===== config.mk =====
export PLATFORM = sky130hd
export DESIGN_NAME = tile_lz_window_decoder
export DESIGN_NICKNAME = d
export VERILOG_FILES = /design/src/rtl/tlzwd_pkg.sv /design/src/rtl/tlzwd_ctrl.sv /design/src/rtl/tlzwd_datapath.sv /design/src/rtl/tile_lz_window_decoder.sv
export VERILOG_INCLUDE_DIRS = /design/src /design/src/rtl
export SDC_FILE = /design/constraint.sdc
export NUM_CORES = 2
export LEC_CHECK = 0
export BUFFER_PORTS_ARGS = -buffer_cell sky130_fd_sc_hd__buf_2
export CORE_UTILIZATION = 57
export DETAILED_ROUTE_END_ITERATION = 12
export GPL_ROUTABILITY_DRIVEN = 1
export PLACE_DENSITY = 0.72
export REMOVE_ABC_BUFFERS = 1
export SLEW_MARGIN = 20
export SYNTH_ARGS = -nofsm -noshare
export SYNTH_HDL_FRONTEND = slang
export SYNTH_SLANG_ARGS = --single-unit
export TNS_END_PERCENT = 20

===== constraint.sdc =====
create_clock -name clk -period 5.25 [get_ports clk]
set_input_delay 0 -clock clk [delete_from_list [all_inputs] [get_ports clk]]
set_output_delay 0 -clock clk [all_outputs]
set_load 0.01 [all_outputs]

===== src/rtl/assert_macros.svh =====
// ----------------------------------------------------------------------------
// Assertion macros
// Shared concurrent assertion forms for the LZ window decoder.
// ----------------------------------------------------------------------------
`ifndef ASSERT_MACROS_SVH
`define ASSERT_MACROS_SVH

// Same-cycle implication, disabled during reset.
`define ASSERT_IMPLIES(lbl, clk, rst_n, ante, cons) \
	lbl: assert property (@(posedge clk) disable iff (!(rst_n)) (ante) |-> (cons)) \
		else $error("assertion failed: implication");

// Next-cycle implication, disabled during reset.
`define ASSERT_NEXT(lbl, clk, rst_n, ante, cons) \
	lbl: assert property (@(posedge clk) disable iff (!(rst_n)) (ante) |=> (cons)) \
		else $error("assertion failed: next-cycle implication");

`endif


===== src/rtl/tlzwd_pkg.sv =====
// ----------------------------------------------------------------------------
// tlzwd_pkg
// Types and constants shared by the LZ window decoder modules.
// ----------------------------------------------------------------------------
package tlzwd_pkg;

	// Decoder phase codes
	localparam logic [1:0] PH_HEADER = 2'd0;
	localparam logic [1:0] PH_RUN    = 2'd1;
	localparam logic [1:0] PH_DIST   = 2'd2;

	// Token kinds, taken from the top two header bits
	localparam logic [1:0] KIND_LITERAL = 2'b00;
	localparam logic [1:0] KIND_RUN     = 2'b01;
	localparam logic [1:0] KIND_SHORT   = 2'b10;
	localparam logic [1:0] KIND_LONG    = 2'b11;

	// Register indexes on the configuration port
	localparam logic [1:0] CFG_START_ADDRESS    = 2'd0;
	localparam logic [1:0] CFG_PALETTE_OFFSET   = 2'd1;
	localparam logic [1:0] CFG_TRANSPARENT_ZERO = 2'd2;

	// What an accepted request asks of the sequencer
	typedef enum logic [1:0] {
		ACT_NONE,
		ACT_LITERAL,
		ACT_COPY
	} act_t;

	typedef struct packed {
		logic accept;   // request taken this cycle
		logic rd_en;    // read window at back-reference source
		logic push;     // store and emit one raw byte
		logic finish;   // last raw byte of the request
	} cmd_t;

	typedef struct packed {
		act_t act;        // decoded action of the byte on the input
		logic push_final; // byte about to be pushed ends the request
		logic out_free;   // output register can take a result
	} status_t;

endpackage


===== src/rtl/tlzwd_ctrl.sv =====
// ----------------------------------------------------------------------------
// tlzwd_ctrl
// Sequencer: accepts requests, steps back-reference copies byte by byte.
// ----------------------------------------------------------------------------
`include "assert_macros.svh"

module tlzwd_ctrl (
	input  logic               clk,
	input  logic               arst_n,
	input  logic               in_valid,
	output logic               in_ready,
	input  tlzwd_pkg::status_t sts,
	output tlzwd_pkg::cmd_t    cmd
);

	typedef enum logic [1:0] {
		ST_IDLE,
		ST_READ,
		ST_PUSH
	} state_t;

	state_t state_q;

	always_comb begin
		cmd = '0;
		in_ready = (state_q == ST_IDLE);
		cmd.accept = in_ready & in_valid;
		case (state_q)
			ST_READ: begin
				cmd.rd_en = 1'b1;
			end
			ST_PUSH: begin
				if (sts.out_free) begin
					cmd.push = 1'b1;
					cmd.finish = sts.push_final;
				end
			end
			default: begin
			end
		endcase
	end

	always_ff @(posedge clk or negedge arst_n) begin
		if (!arst_n) begin
			state_q <= ST_IDLE;
		end else begin
			case (state_q)
				ST_IDLE: begin
					if (cmd.accept) begin
						case (sts.act)
							tlzwd_pkg::ACT_LITERAL: state_q <= ST_PUSH;
							tlzwd_pkg::ACT_COPY:    state_q <= ST_READ;
							default:                state_q <= ST_IDLE;
						endcase
					end
				end
				ST_READ: begin
					state_q <= ST_PUSH;
				end
				ST_PUSH: begin
					if (sts.out_free) begin
						state_q <= sts.push_final ? ST_IDLE : ST_READ;
					end
				end
				default: begin
					state_q <= ST_IDLE;
				end
			endcase
		end
	end

	`ASSERT_IMPLIES(a_push_needs_room, clk, arst_n, cmd.push, sts.out_free)
	`ASSERT_NEXT(a_finish_returns_idle, clk, arst_n, cmd.finish, in_ready)

endmodule


===== src/rtl/tlzwd_datapath.sv =====
// ----------------------------------------------------------------------------
// tlzwd_datapath
// Token decode, history window, byte pairing and output register.
// ----------------------------------------------------------------------------
`include "assert_macros.svh"

module tlzwd_datapath #(
	parameter int WINDOW_BYTES = 256
) (
	input  logic               clk,
	input  logic               arst_n,
	input  tlzwd_pkg::cmd_t    cmd,
	output tlzwd_pkg::status_t sts,
	input  logic [7:0]         comp_byte,
	input  logic               last_byte,
	input  logic               cfg_valid,
	output logic               cfg_ready,
	input  logic [1:0]         cfg_index,
	input  logic [15:0]        cfg_data,
	output logic               out_valid,
	input  logic               out_ready,
	output logic [15:0]        out_address,
	output logic [7:0]         pixel_first,
	output logic [7:0]         pixel_second,
	output logic [1:0]         byte_count,
	output logic               run_end
);

	localparam int AW = $clog2(WINDOW_BYTES);
	localparam logic [AW:0]   WIN_SIZE = (AW + 1)'(WINDOW_BYTES);
	localparam logic [AW-1:0] WP_MAX   = AW'(WINDOW_BYTES - 1);

	// Configuration
	logic [15:0] start_q;
	logic [7:0]  palette_q;
	logic        transp_q;

	// Stream state
	logic [1:0]    phase_q;
	logic [6:0]    run_left_q;
	logic [6:0]    pend_len_q;
	logic [AW-1:0] wp_q;
	logic [15:0]   emit_cnt_q;
	logic          last_q;
	logic          src_mem_q;
	logic [6:0]    copy_left_q;
	logic          pair_full_q;
	logic          out_valid_q;

	// Payload
	logic [7:0]  lit_q;
	logic [8:0]  dist_q;
	logic [7:0]  rd_data_q;
	logic [7:0]  pair_pix_q;
	logic [15:0] pair_addr_q;
	logic [15:0] out_addr_q;
	logic [7:0]  out_first_q;
	logic [7:0]  out_second_q;
	logic [1:0]  out_count_q;
	logic        out_end_q;

	logic [7:0] win_mem [WINDOW_BYTES];

	// Decode of the byte on the input
	tlzwd_pkg::act_t dec_act;
	logic [1:0]      dec_phase;
	logic [6:0]      dec_run_left;
	logic [6:0]      dec_pend_len;
	logic [7:0]      dec_lit;
	logic [6:0]      dec_copy_len;
	logic [8:0]      dec_dist;

	logic [AW:0]     back_diff;
	logic [AW-1:0]   rd_addr;
	logic [AW-1:0]   wp_next;
	logic [7:0]      raw;
	logic [7:0]      pix;
	logic [15:0]     cur_addr;
	logic            out_free;
	logic            cfg_we;

	function automatic logic [7:0] recolor(input logic [7:0] value, input logic [7:0] offset,
			input logic transparent);
		logic [7:0] sum;
		sum = value + offset;
		return (transparent && (value == 8'd0)) ? 8'd0 : sum;
	endfunction

	always_comb begin
		dec_act      = tlzwd_pkg::ACT_NONE;
		dec_phase    = tlzwd_pkg::PH_HEADER;
		dec_run_left = run_left_q;
		dec_pend_len = pend_len_q;
		dec_lit      = comp_byte;
		dec_copy_len = pend_len_q;
		dec_dist     = {1'b0, comp_byte} + 9'd1;
		case (phase_q)
			tlzwd_pkg::PH_RUN: begin
				dec_act = tlzwd_pkg::ACT_LITERAL;
				dec_run_left = (run_left_q != 7'd0) ? run_left_q - 7'd1 : 7'd0;
				dec_phase = (dec_run_left == 7'd0) ? tlzwd_pkg::PH_HEADER : tlzwd_pkg::PH_RUN;
			end
			tlzwd_pkg::PH_DIST: begin
				dec_act = tlzwd_pkg::ACT_COPY;
				dec_pend_len = 7'd0;
			end
			default: begin
				case (comp_byte[7:6])
					tlzwd_pkg::KIND_LITERAL: begin
						dec_act = tlzwd_pkg::ACT_LITERAL;
						dec_lit = {2'b00, comp_byte[5:0]};
					end
					tlzwd_pkg::KIND_RUN: begin
						dec_run_left = {1'b0, comp_byte[5:0]} + 7'd1;
						dec_phase = tlzwd_pkg::PH_RUN;
					end
					tlzwd_pkg::KIND_SHORT: begin
						dec_act = tlzwd_pkg::ACT_COPY;
						dec_copy_len = {5'd0, comp_byte[5:4]} + 7'd3;
						dec_dist = {5'd0, comp_byte[3:0]} + 9'd1;
					end
					default: begin
						dec_pend_len = {1'b0, comp_byte[5:0]} + 7'd4;
						dec_phase = tlzwd_pkg::PH_DIST;
					end
				endcase
			end
		endcase
	end

	// Back-reference source, wrapped into the window
	assign back_diff = {1'b0, wp_q} - (AW + 1)'(dist_q);
	assign rd_addr = back_diff[AW] ? AW'(back_diff + WIN_SIZE) : back_diff[AW-1:0];
	assign wp_next = (wp_q == WP_MAX) ? '0 : wp_q + 1'b1;

	assign raw = src_mem_q ? rd_data_q : lit_q;
	assign pix = recolor(raw, palette_q, transp_q);
	assign cur_addr = start_q + emit_cnt_q;
	assign out_free = !out_valid_q || out_ready;

	assign sts.act = dec_act;
	assign sts.push_final = !src_mem_q || (copy_left_q == 7'd1);
	assign sts.out_free = out_free;

	assign cfg_ready = 1'b1;
	assign cfg_we = cfg_valid & cfg_ready;

	// Control registers
	always_ff @(posedge clk or negedge arst_n) begin
		if (!arst_n) begin
			start_q     <= '0;
			palette_q   <= '0;
			transp_q    <= 1'b0;
			phase_q     <= tlzwd_pkg::PH_HEADER;
			run_left_q  <= '0;
			pend_len_q  <= '0;
			wp_q        <= '0;
			emit_cnt_q  <= '0;
			last_q      <= 1'b0;
			src_mem_q   <= 1'b0;
			copy_left_q <= '0;
			pair_full_q <= 1'b0;
			out_valid_q <= 1'b0;
		end else begin
			if (cfg_we) begin
				case (cfg_index)
					tlzwd_pkg::CFG_START_ADDRESS:    start_q   <= cfg_data;
					tlzwd_pkg::CFG_PALETTE_OFFSET:   palette_q <= cfg_data[7:0];
					tlzwd_pkg::CFG_TRANSPARENT_ZERO: transp_q  <= cfg_data[0];
					default: begin
					end
				endcase
			end

			if (out_valid_q && out_ready) begin
				out_valid_q <= 1'b0;
			end

			if (cmd.accept) begin
				phase_q     <= dec_phase;
				run_left_q  <= dec_run_left;
				pend_len_q  <= dec_pend_len;
				last_q      <= last_byte;
				src_mem_q   <= (dec_act == tlzwd_pkg::ACT_COPY);
				copy_left_q <= dec_copy_len;
				// A last_byte header that emits nothing ends the stream at once
				if (last_byte && (dec_act == tlzwd_pkg::ACT_NONE)) begin
					phase_q    <= tlzwd_pkg::PH_HEADER;
					run_left_q <= '0;
					pend_len_q <= '0;
					wp_q       <= '0;
					emit_cnt_q <= '0;
				end
			end

			if (cmd.push) begin
				wp_q        <= wp_next;
				emit_cnt_q  <= emit_cnt_q + 16'd1;
				copy_left_q <= copy_left_q - 7'd1;
				if (pair_full_q || sts.push_final) begin
					out_valid_q <= 1'b1;
					pair_full_q <= 1'b0;
				end else begin
					pair_full_q <= 1'b1;
				end
			end

			if (cmd.finish && last_q) begin
				phase_q    <= tlzwd_pkg::PH_HEADER;
				run_left_q <= '0;
				pend_len_q <= '0;
				wp_q       <= '0;
				emit_cnt_q <= '0;
			end
		end
	end

	// Payload registers
	always_ff @(posedge clk) begin
		if (cmd.accept) begin
			lit_q  <= dec_lit;
			dist_q <= dec_dist;
		end
		if (cmd.push) begin
			if (pair_full_q) begin
				out_addr_q   <= pair_addr_q;
				out_first_q  <= pair_pix_q;
				out_second_q <= pix;
				out_count_q  <= 2'd2;
				out_end_q    <= sts.push_final;
			end else if (sts.push_final) begin
				out_addr_q   <= cur_addr;
				out_first_q  <= pix;
				out_second_q <= 8'd0;
				out_count_q  <= 2'd1;
				out_end_q    <= 1'b1;
			end else begin
				pair_addr_q <= cur_addr;
				pair_pix_q  <= pix;
			end
		end
	end

	// History window
	always_ff @(posedge clk) begin
		if (cmd.push) begin
			win_mem[wp_q] <= raw;
		end
		if (cmd.rd_en) begin
			rd_data_q <= win_mem[rd_addr];
		end
	end

	assign out_valid    = out_valid_q;
	assign out_address  = out_addr_q;
	assign pixel_first  = out_first_q;
	assign pixel_second = out_second_q;
	assign byte_count   = out_count_q;
	assign run_end      = out_end_q;

	`ASSERT_NEXT(a_finish_flushes_pair, clk, arst_n, cmd.finish, !pair_full_q)
	`ASSERT_IMPLIES(a_single_ends_run, clk, arst_n, out_valid_q && (out_count_q == 2'd1), out_end_q)

endmodule


===== src/rtl/tile_lz_window_decoder.sv =====
// ----------------------------------------------------------------------------
// tile_lz_window_decoder
// LZ decoder for tile data over a circular history window.
// ----------------------------------------------------------------------------
// Takes one compressed byte per request and returns the tileset bytes that
// it decodes, packed two to a result with the tileset address of the first
// byte, palette offset and transparency applied. A token header that only
// opens a literal run or a long back-reference returns nothing; a literal
// (single, or one byte of a run) pushes one byte; a back-reference of
// length L reads and then pushes each of its bytes, since each copied byte
// needs a registered read of the window RAM before it is written back, so
// an overlapping copy always sees the byte it just produced. Results wait in
// an output register; a push of a new byte stalls only while that register
// is full and not being taken. The window holds no reset: a back-reference
// to a byte not written in the current stream returns undefined data.
// Configuration is written through its own port and takes effect on bytes
// emitted after the write; write it only while the decoder is idle. After
// the request marked last_byte, the decoder phase, window pointer and
// address counter return to their reset values.
// ----------------------------------------------------------------------------
module tile_lz_window_decoder #(
	parameter int WINDOW_BYTES = 256
) (
	input  logic        clk,
	input  logic        arst_n,
	// compressed byte requests
	input  logic        in_valid,
	output logic        in_ready,
	input  logic [7:0]  comp_byte,
	input  logic        last_byte,
	// decoded results
	output logic        out_valid,
	input  logic        out_ready,
	output logic [15:0] out_address,
	output logic [7:0]  pixel_first,
	output logic [7:0]  pixel_second,
	output logic [1:0]  byte_count,
	output logic        run_end,
	// register writes
	input  logic        cfg_valid,
	output logic        cfg_ready,
	input  logic [1:0]  cfg_index,
	input  logic [15:0] cfg_data
);

	tlzwd_pkg::cmd_t    cmd;
	tlzwd_pkg::status_t sts;

	// Sequence each request: accept, then read/push per copied byte
	tlzwd_ctrl u_ctrl (
		.clk      (clk),
		.arst_n   (arst_n),
		.in_valid (in_valid),
		.in_ready (in_ready),
		.sts      (sts),
		.cmd      (cmd)
	);

	// Decode tokens, hold the window, pair bytes into results
	tlzwd_datapath #(
		.WINDOW_BYTES (WINDOW_BYTES)
	) u_datapath (
		.clk          (clk),
		.arst_n       (arst_n),
		.cmd          (cmd),
		.sts          (sts),
		.comp_byte    (comp_byte),
		.last_byte    (last_byte),
		.cfg_valid    (cfg_valid),
		.cfg_ready    (cfg_ready),
		.cfg_index    (cfg_index),
		.cfg_data     (cfg_data),
		.out_valid    (out_valid),
		.out_ready    (out_ready),
		.out_address  (out_address),
		.pixel_first  (pixel_first),
		.pixel_second (pixel_second),
		.byte_count   (byte_count),
		.run_end      (run_end)
	);

endmodule


Yosys cells after proc, flatten, opt, wreduce, memory -nomap -nowiden

Memories as Yosys holds them, arrays and structs flattened. A register that Yosys moved wholly into a read port is not among the register bits.
Cells that the tools add are included.

Bitwise gates (word level): 3
Reduce and logical (&&, ||, !) cells: 34
Eq/ne operators: 17
Add/subtract/negate cells: 13
Multiplexer cells: 62

Operators by type and width:

| kind                                                               | number |
|---|---|
| 8-bit 2-to-1 mux                                                   | 14 |
| 16-bit 2-to-1 mux                                                  | 6 |
| 7-bit 2-to-1 mux                                                   | 13 |
| 7-bit case mux with 2 select lines                                 | 2 |
| 2-bit case mux with 2 select lines                                 | 5 |
| 9-bit 2-to-1 mux                                                   | 2 |
| 16-bit by 1-bit adder with 16-bit output, second input constant    | 1 |
| 16-bit adder                                                       | 1 |
| 8-bit by 1-bit adder with 8-bit output, second input constant      | 2 |
| 2-bit 2-to-1 mux                                                   | 8 |
| 7-bit by 1-bit subtractor with 7-bit output, second input constant | 2 |
| 2-bit AND reduction                                                | 6 |
| 1-bit 2-to-1 mux                                                   | 11 |
| 2-bit by 1-bit == test with 1-bit output, second input constant    | 5 |
| 2-bit == test, second input constant                               | 5 |
| 8-bit by 1-bit adder with 9-bit output, second input constant      | 1 |
| 3-bit AND reduction                                                | 3 |
| 8-bit by 9-bit subtractor with 9-bit output                        | 1 |
| 8-bit adder                                                        | 1 |
| 8-bit == test, second input constant                               | 1 |
| 2-bit logical NOT                                                  | 4 |
| 8-bit logical NOT                                                  | 1 |
| 6-bit by 1-bit adder with 7-bit output, second input constant      | 1 |
| 6-bit by 3-bit adder with 7-bit output, second input constant      | 1 |
| 19 further kinds                                                   | 32 |

Memory bits (writable): 2048
Memories kept: 1
Input bits: 32
Logic and storage cells: 153
Register bits after elaboration: 154

Memories:

| memory             | words | width | rd ports | clocked after memory_dff | write ports | line                 | RTL |
|---|---|---|---|---|---|---|---|
| u_datapath.win_mem | 256   | 8     | 1        | 1                        | 1           | tlzwd_datapath.sv:62 | `logic [7:0] win_mem [WINDOW_BYTES];` |

Logic depth before layout (Yosys ltp)

Depth after elaboration: 9
Mapped depth: 15
Mapped depth without buffers: 12

By module

A second synthesis with hierarchy kept.

Cell total of the unflattened synthesis: 4408
Area total of the unflattened synthesis: 87775.4 um^2

Modules (own cells, without submodules):

| module         | instances | cells each | area an instance (um^2) |
|---|---|---|---|
| tlzwd_datapath | 1         | 4395       | 87650.3 |
| tlzwd_ctrl     | 1         | 13         | 125.1 |

Least setup slack after synthesis

OpenSTA, ideal clock, no wires.

Kind: register to register
Start: register u_datapath.src_mem_q
End: register u_datapath.out_first_q[7], in the netlist u_datapath.pixel_first[7], data pin
Stages on the path, launching flop included: 13
Buffers on the path: 1
Path slack: -0.422 ns
Period minus slack after synthesis: 5.672 ns
Data arrival time: 5.403 ns
Path through: dfrtp_1 -> clkbuf_1 -> mux2i_1 -> inv_1 -> ha_1 -> a21o_1 -> a21oi_1 -> o21bai_1 -> a21oi_1 -> o21bai_1 -> a21oi_1 -> xnor2_1 -> o31ai_1

Word-level cells in the longest chain between the ends: 6
Elaborated cells between the ends (all ways): 7
Those cells by class: add/sub: 1; mux: 4; reduce/logical: 2

RTL lines:

| element                                             | line                  | RTL |
|---|---|---|
| start, declared                                     | tlzwd_datapath.sv:45  | `logic src_mem_q;` |
| start signal, assigned                              | tlzwd_datapath.sv:184 | `src_mem_q <= (dec_act == tlzwd_pkg::ACT_COPY);` |
| 8-bit 2-to-1 mux (*)                                | tlzwd_datapath.sv:136 | `assign raw = src_mem_q ? rd_data_q : lit_q;` |
| named net u_datapath.raw[1]                         | tlzwd_datapath.sv:76  | `logic [7:0] raw;` |
| branches (longest 2 deep; another with 8-bit adder) | --                    |  |
| 8-bit 2-to-1 mux (*)                                | tlzwd_datapath.sv:86  | `return (transparent && (value == 8'd0)) ? 8'd0 : sum;` |
| 8-bit 2-to-1 mux (*)                                | tlzwd_datapath.sv:231 | `end else if (sts.push_final) begin` |
| 8-bit 2-to-1 mux (*)                                | tlzwd_datapath.sv:225 | `if (pair_full_q) begin` |
| end signal, assigned                                | tlzwd_datapath.sv:227 | `out_first_q <= pair_pix_q;` |
| end signal, assigned                                | tlzwd_datapath.sv:233 | `out_first_q <= pix;` |
| end, declared                                       | tlzwd_datapath.sv:57  | `logic [7:0] out_first_q;` |

Mark *: on every way through the listed nets, which the timed path passes. The select of a mux whose other input is x is not followed.
A chain may end at the register's enable or synchronous reset.

Worst setup path in the final report

Start: register u_datapath.wp_q[0]
End: register u_datapath.rd_data_q[5] (read register of u_datapath.win_mem), data pin

Word-level cells in the longest chain between the ends: 3

RTL lines:

| element                                         | line                  | RTL |
|---|---|---|
| start, declared                                 | tlzwd_datapath.sv:42  | `logic [AW-1:0] wp_q;` |
| start signal, assigned                          | tlzwd_datapath.sv:197 | `wp_q <= wp_next;` |
| 8-bit by 9-bit subtractor with 9-bit output (*) | tlzwd_datapath.sv:132 | `assign back_diff = {1'b0, wp_q} - (AW + 1)'(dist_q);` |
| 8-bit by 1-bit adder with 8-bit output          | tlzwd_datapath.sv:133 | `assign rd_addr = back_diff[AW] ? AW'(back_diff + WIN_SIZE) : back_diff[AW-1:0];` |
| 8-bit 2-to-1 mux (*)                            | tlzwd_datapath.sv:133 |  |
| end, declared                                   | tlzwd_datapath.sv:53  | `logic [7:0] rd_data_q;` |

Every way passes the cells marked *; elsewhere a longest branch is shown, timed or not.

==> flow_summary.yaml <==
status:
  outcome: "finished, final reports clean"
power_and_ir_drop:
  ir_worst_vdd_mv: 0.786
  pwr-share-comb: 0.354
  p_sw_uw: 18800
  clkPwrFrac: 0.260
  switching_share: 0.325
  power_density_nw_per_um2: 586
  p_seq_frac: 0.386
  p_leak_uw: 0.0315
  internal_power_uw: 39000
worst_setup_path:
  worstSetupPathType: "reg2reg"
  path_cells: "inv_1, ha_4, fa_4, buf_4, buf_4, mux4_2, nor2b_1, a211oi_1, a21oi_1, a211oi_1, or4b_1, nand3_1"
  required_ns: 5.80
  cp-end-kind: "flip-flop"
  critPathMaxFanout: 24
  slowest_delay_ns: 0.86
  critical_path.slowest_cell: "fa_4"
  rrSetupSlack_ns: 0.62
  arrival_ns: 5.18
  start_kind: "flip-flop"
clocking:
  cts_root_buf: "clkbuf_16"
  clock_sinks: 2209
  clkLatencyLatePin_ns: 0.83
  path_clk_slew_ns: 0.07
  cts_tree: "done"
  cts.path.max_buffers: 3
  cts_buffers: 212
  post_cts_resized: 0
  htreeDepth: 4
job:
  cap_viol_max_count: 0
die:
  start_util: 0.576
  core_area_um2: 153000
  dieWidth_um: 395
  io_pins: 70
  die_y_um: 395
  num_rows: 143
  die_area_um2: 156000
final_layout:
  final_cell_mix: "edfxtp_1 (2131), mux4_2 (578), nor2_1 (311), clkbuf_16 (213), nand2_1 (143)"
  fin_util: 0.646
  drive_gt1_frac: 0.250
  finalNetCount: 4558
  nFillCells: 9804
  syn_to_final_growth_pct: 12.1
  final_common_cell: "edfxtp_1"
timing:
  slew_headroom: 0.210
  tightest_slew_ns: 1.18
  finalHoldViolCount: 0
  fin_crit_ns: 4.63
  finalSetupViolations: 0
  slew_viol_final: 0
  fin_tns_setup_ns: 0
  rsz0062_at_grt: "no"
  finalCritPeriodShare: 0.881
  max_freq_mhz: 216
  finClkSkew_ns: 0.0346
logic_synthesis:
  synth_simple_gate_area_frac: 0.0323
  synthCells: 4275
  synth-edff-count: 2131
  synth-xor-area-share: 0.00398
  netlist_area_um2: 87900
  ys_types: 61
  synthFlopType: "edfxtp_1"
  synth_compound_area_frac: 0.0227
  async_flop_share: 0.0353
  synthMuxAreaShare: 0.169
  seq_area_frac_synth: 0.750
  synth_adder_area_share: 0.00694
  syn_area_per_cell_um2: 20.6
  synth_seq_cells: 2209
  yosys_warnings: 0
  synth_top_family_by_area: "multiplexers"
route:
  ant_nets: 0
  vias_per_cell: 6.49
  vias: 43456
  totalWireLength_um: 201000
  drtIter0Drc: 5066
  avgRoutedWirePerCell_um: 30.0
  drc: 0
  drt_pass1_iterations: 6
global_routing:
  antenna_found_initial: 6
  grt_pass1_wl_um: 294000
  gr-total-overflow: 0
  grt_pass1_vias: 43114
  grt_usage: 0.260
  grt_max_degree: 189
min_path:
  hold_path_class: "in2reg"
placed_design:
  dpl.hpwl_um: 119000
  gp_congestion: 0.842
  portBuffers: 68
[layout make-up]
class / count / area [µm²] / share of cell area
flip-flops and latches: 2209 / 65900 / 0.669
multi-input cells: 1782 / 20900 / 0.212
clock buffers: 256 / 5540 / 0.0562
well taps: 2030 / 2540 / 0.0258
repair buffers: 238 / 2190 / 0.0223
clock inverters: 139 / 1300 / 0.0132
inverters: 36 / 165 / 0.00168
diodes: 2 / 5.00 / 0.0000508
[synthesized netlist by cell type, types with 36 or more instances]
cell / instances / area share
edfxtp_1: 2131 / 0.73
mux4_2: 578 / 0.15
nor2_1: 316 / 0.013
nand2_1: 143 / 0.0061
clkbuf_1: 127 / 0.0054
mux2i_1: 111 / 0.013
a211oi_1: 86 / 0.0073
dfrtp_1: 78 / 0.022
o21ai_0: 70 / 0.0040
mux2_2: 63 / 0.0081
buf_2: 59 / 0.0034
nor2b_1: 55 / 0.0039
a21oi_1: 46 / 0.0026
nand3_1: 45 / 0.0026
ha_1: 44 / 0.0063
buf_4: 36 / 0.0031
[final timing paths]
kind	startpoint	end	cells past startpoint
min in group asynchronous	arst_n	u_datapath.start_q[10]	4
hold reg to reg	u_datapath.pend_len_q[0]	u_datapath.pend_len_q[0]	2
max in group asynchronous	arst_n	u_datapath.pend_len_q[6]	4
setup / recovery	u_datapath.wp_q[0]	u_datapath.rd_data_q[5]	12
hold / removal	comp_byte[1]	u_datapath.lit_q[1]	2
setup reg to reg	u_datapath.wp_q[0]	u_datapath.rd_data_q[5]	12
[stage by stage]
step / power (µW) / setup slack, ns / hold WS [ns] / std cells / instance area [µm²]
finish: 57700 / 0.623 / 0.0738 / 6692 / 98600
global route: 59600 / 0.620 / 0.0376 / 6691 / 98600
CTS: 57900 / 0.768 / 0.00700 / 6689 / 98500
detailed placement: 42900 / 0.820 / -0.163 / 6228 / 91000
global placement: 42600 / 0.816 / -0.167 / 6227 / 91000
floorplan: 32600 / -17.21 / -0.296 / 4027 / 86700
[layer usage]
| metal | up-vias | track usage | share of wire |
|---|---|---|---|
| met2 | 2340 | 0.398 | 0.47 |
| met3 | 322 | 0.0531 | 0.099 |
| met4 | 6 | 0.0794 | 0.029 |
| met5 | - | 0 | 0.00023 |
| li1 | 17981 | - | - |
| met1 | 22807 | 0.381 | 0.40 |
[worst max-delay path, delay by kind of cell, from the launching register on]
family | cells | cell delay, ns
buf+inv | 3 | 0.82
simple gates | 3 | 0.57
fa+ha+maj | 2 | 1.05
flops | 1 | 0.45
compound gates | 3 | 1.07
mux | 1 | 0.35
[kinds of logic (layout without fill, tap and decap cells)]
logic type	Yosys count	after routing
fa+ha+maj	47	47
xor+xnor	40	40
other cells	1	3
flops	2209	2209
simple gates	642	642
mux	752	752
compound gates	300	300
buf+inv	284	669
[what timing repair did]
action	in CTS	in global routing
setup buffers	0	0
endpoints found under the hold margin	172	0
endpoints found under the setup margin	0	0
hold buffers	66	0
[power groups by stage]
stage	clock network [µW]	logic (µW)	registers [µW]
2_1_floorplan	0	9670	22900
3_3_place_gp	0	20000	22600
3_5_place_dp	0	20300	22700
4_1_cts	15100	20400	22300
5_1_grt	15800	21500	22300
6_report	15000	20400	22300
[flip-flops by register name, indices dropped and copies added (netlist names), 16 cells and up]
| name | flops |
|---|---|
| u_datapath.win_mem | 2048 |
| u_datapath.start_q | 16 |
| u_datapath.pair_addr_q | 16 |
| u_datapath.out_address | 16 |
| u_datapath.emit_cnt_q | 16 |
Power figures use the tool's default switching activity.
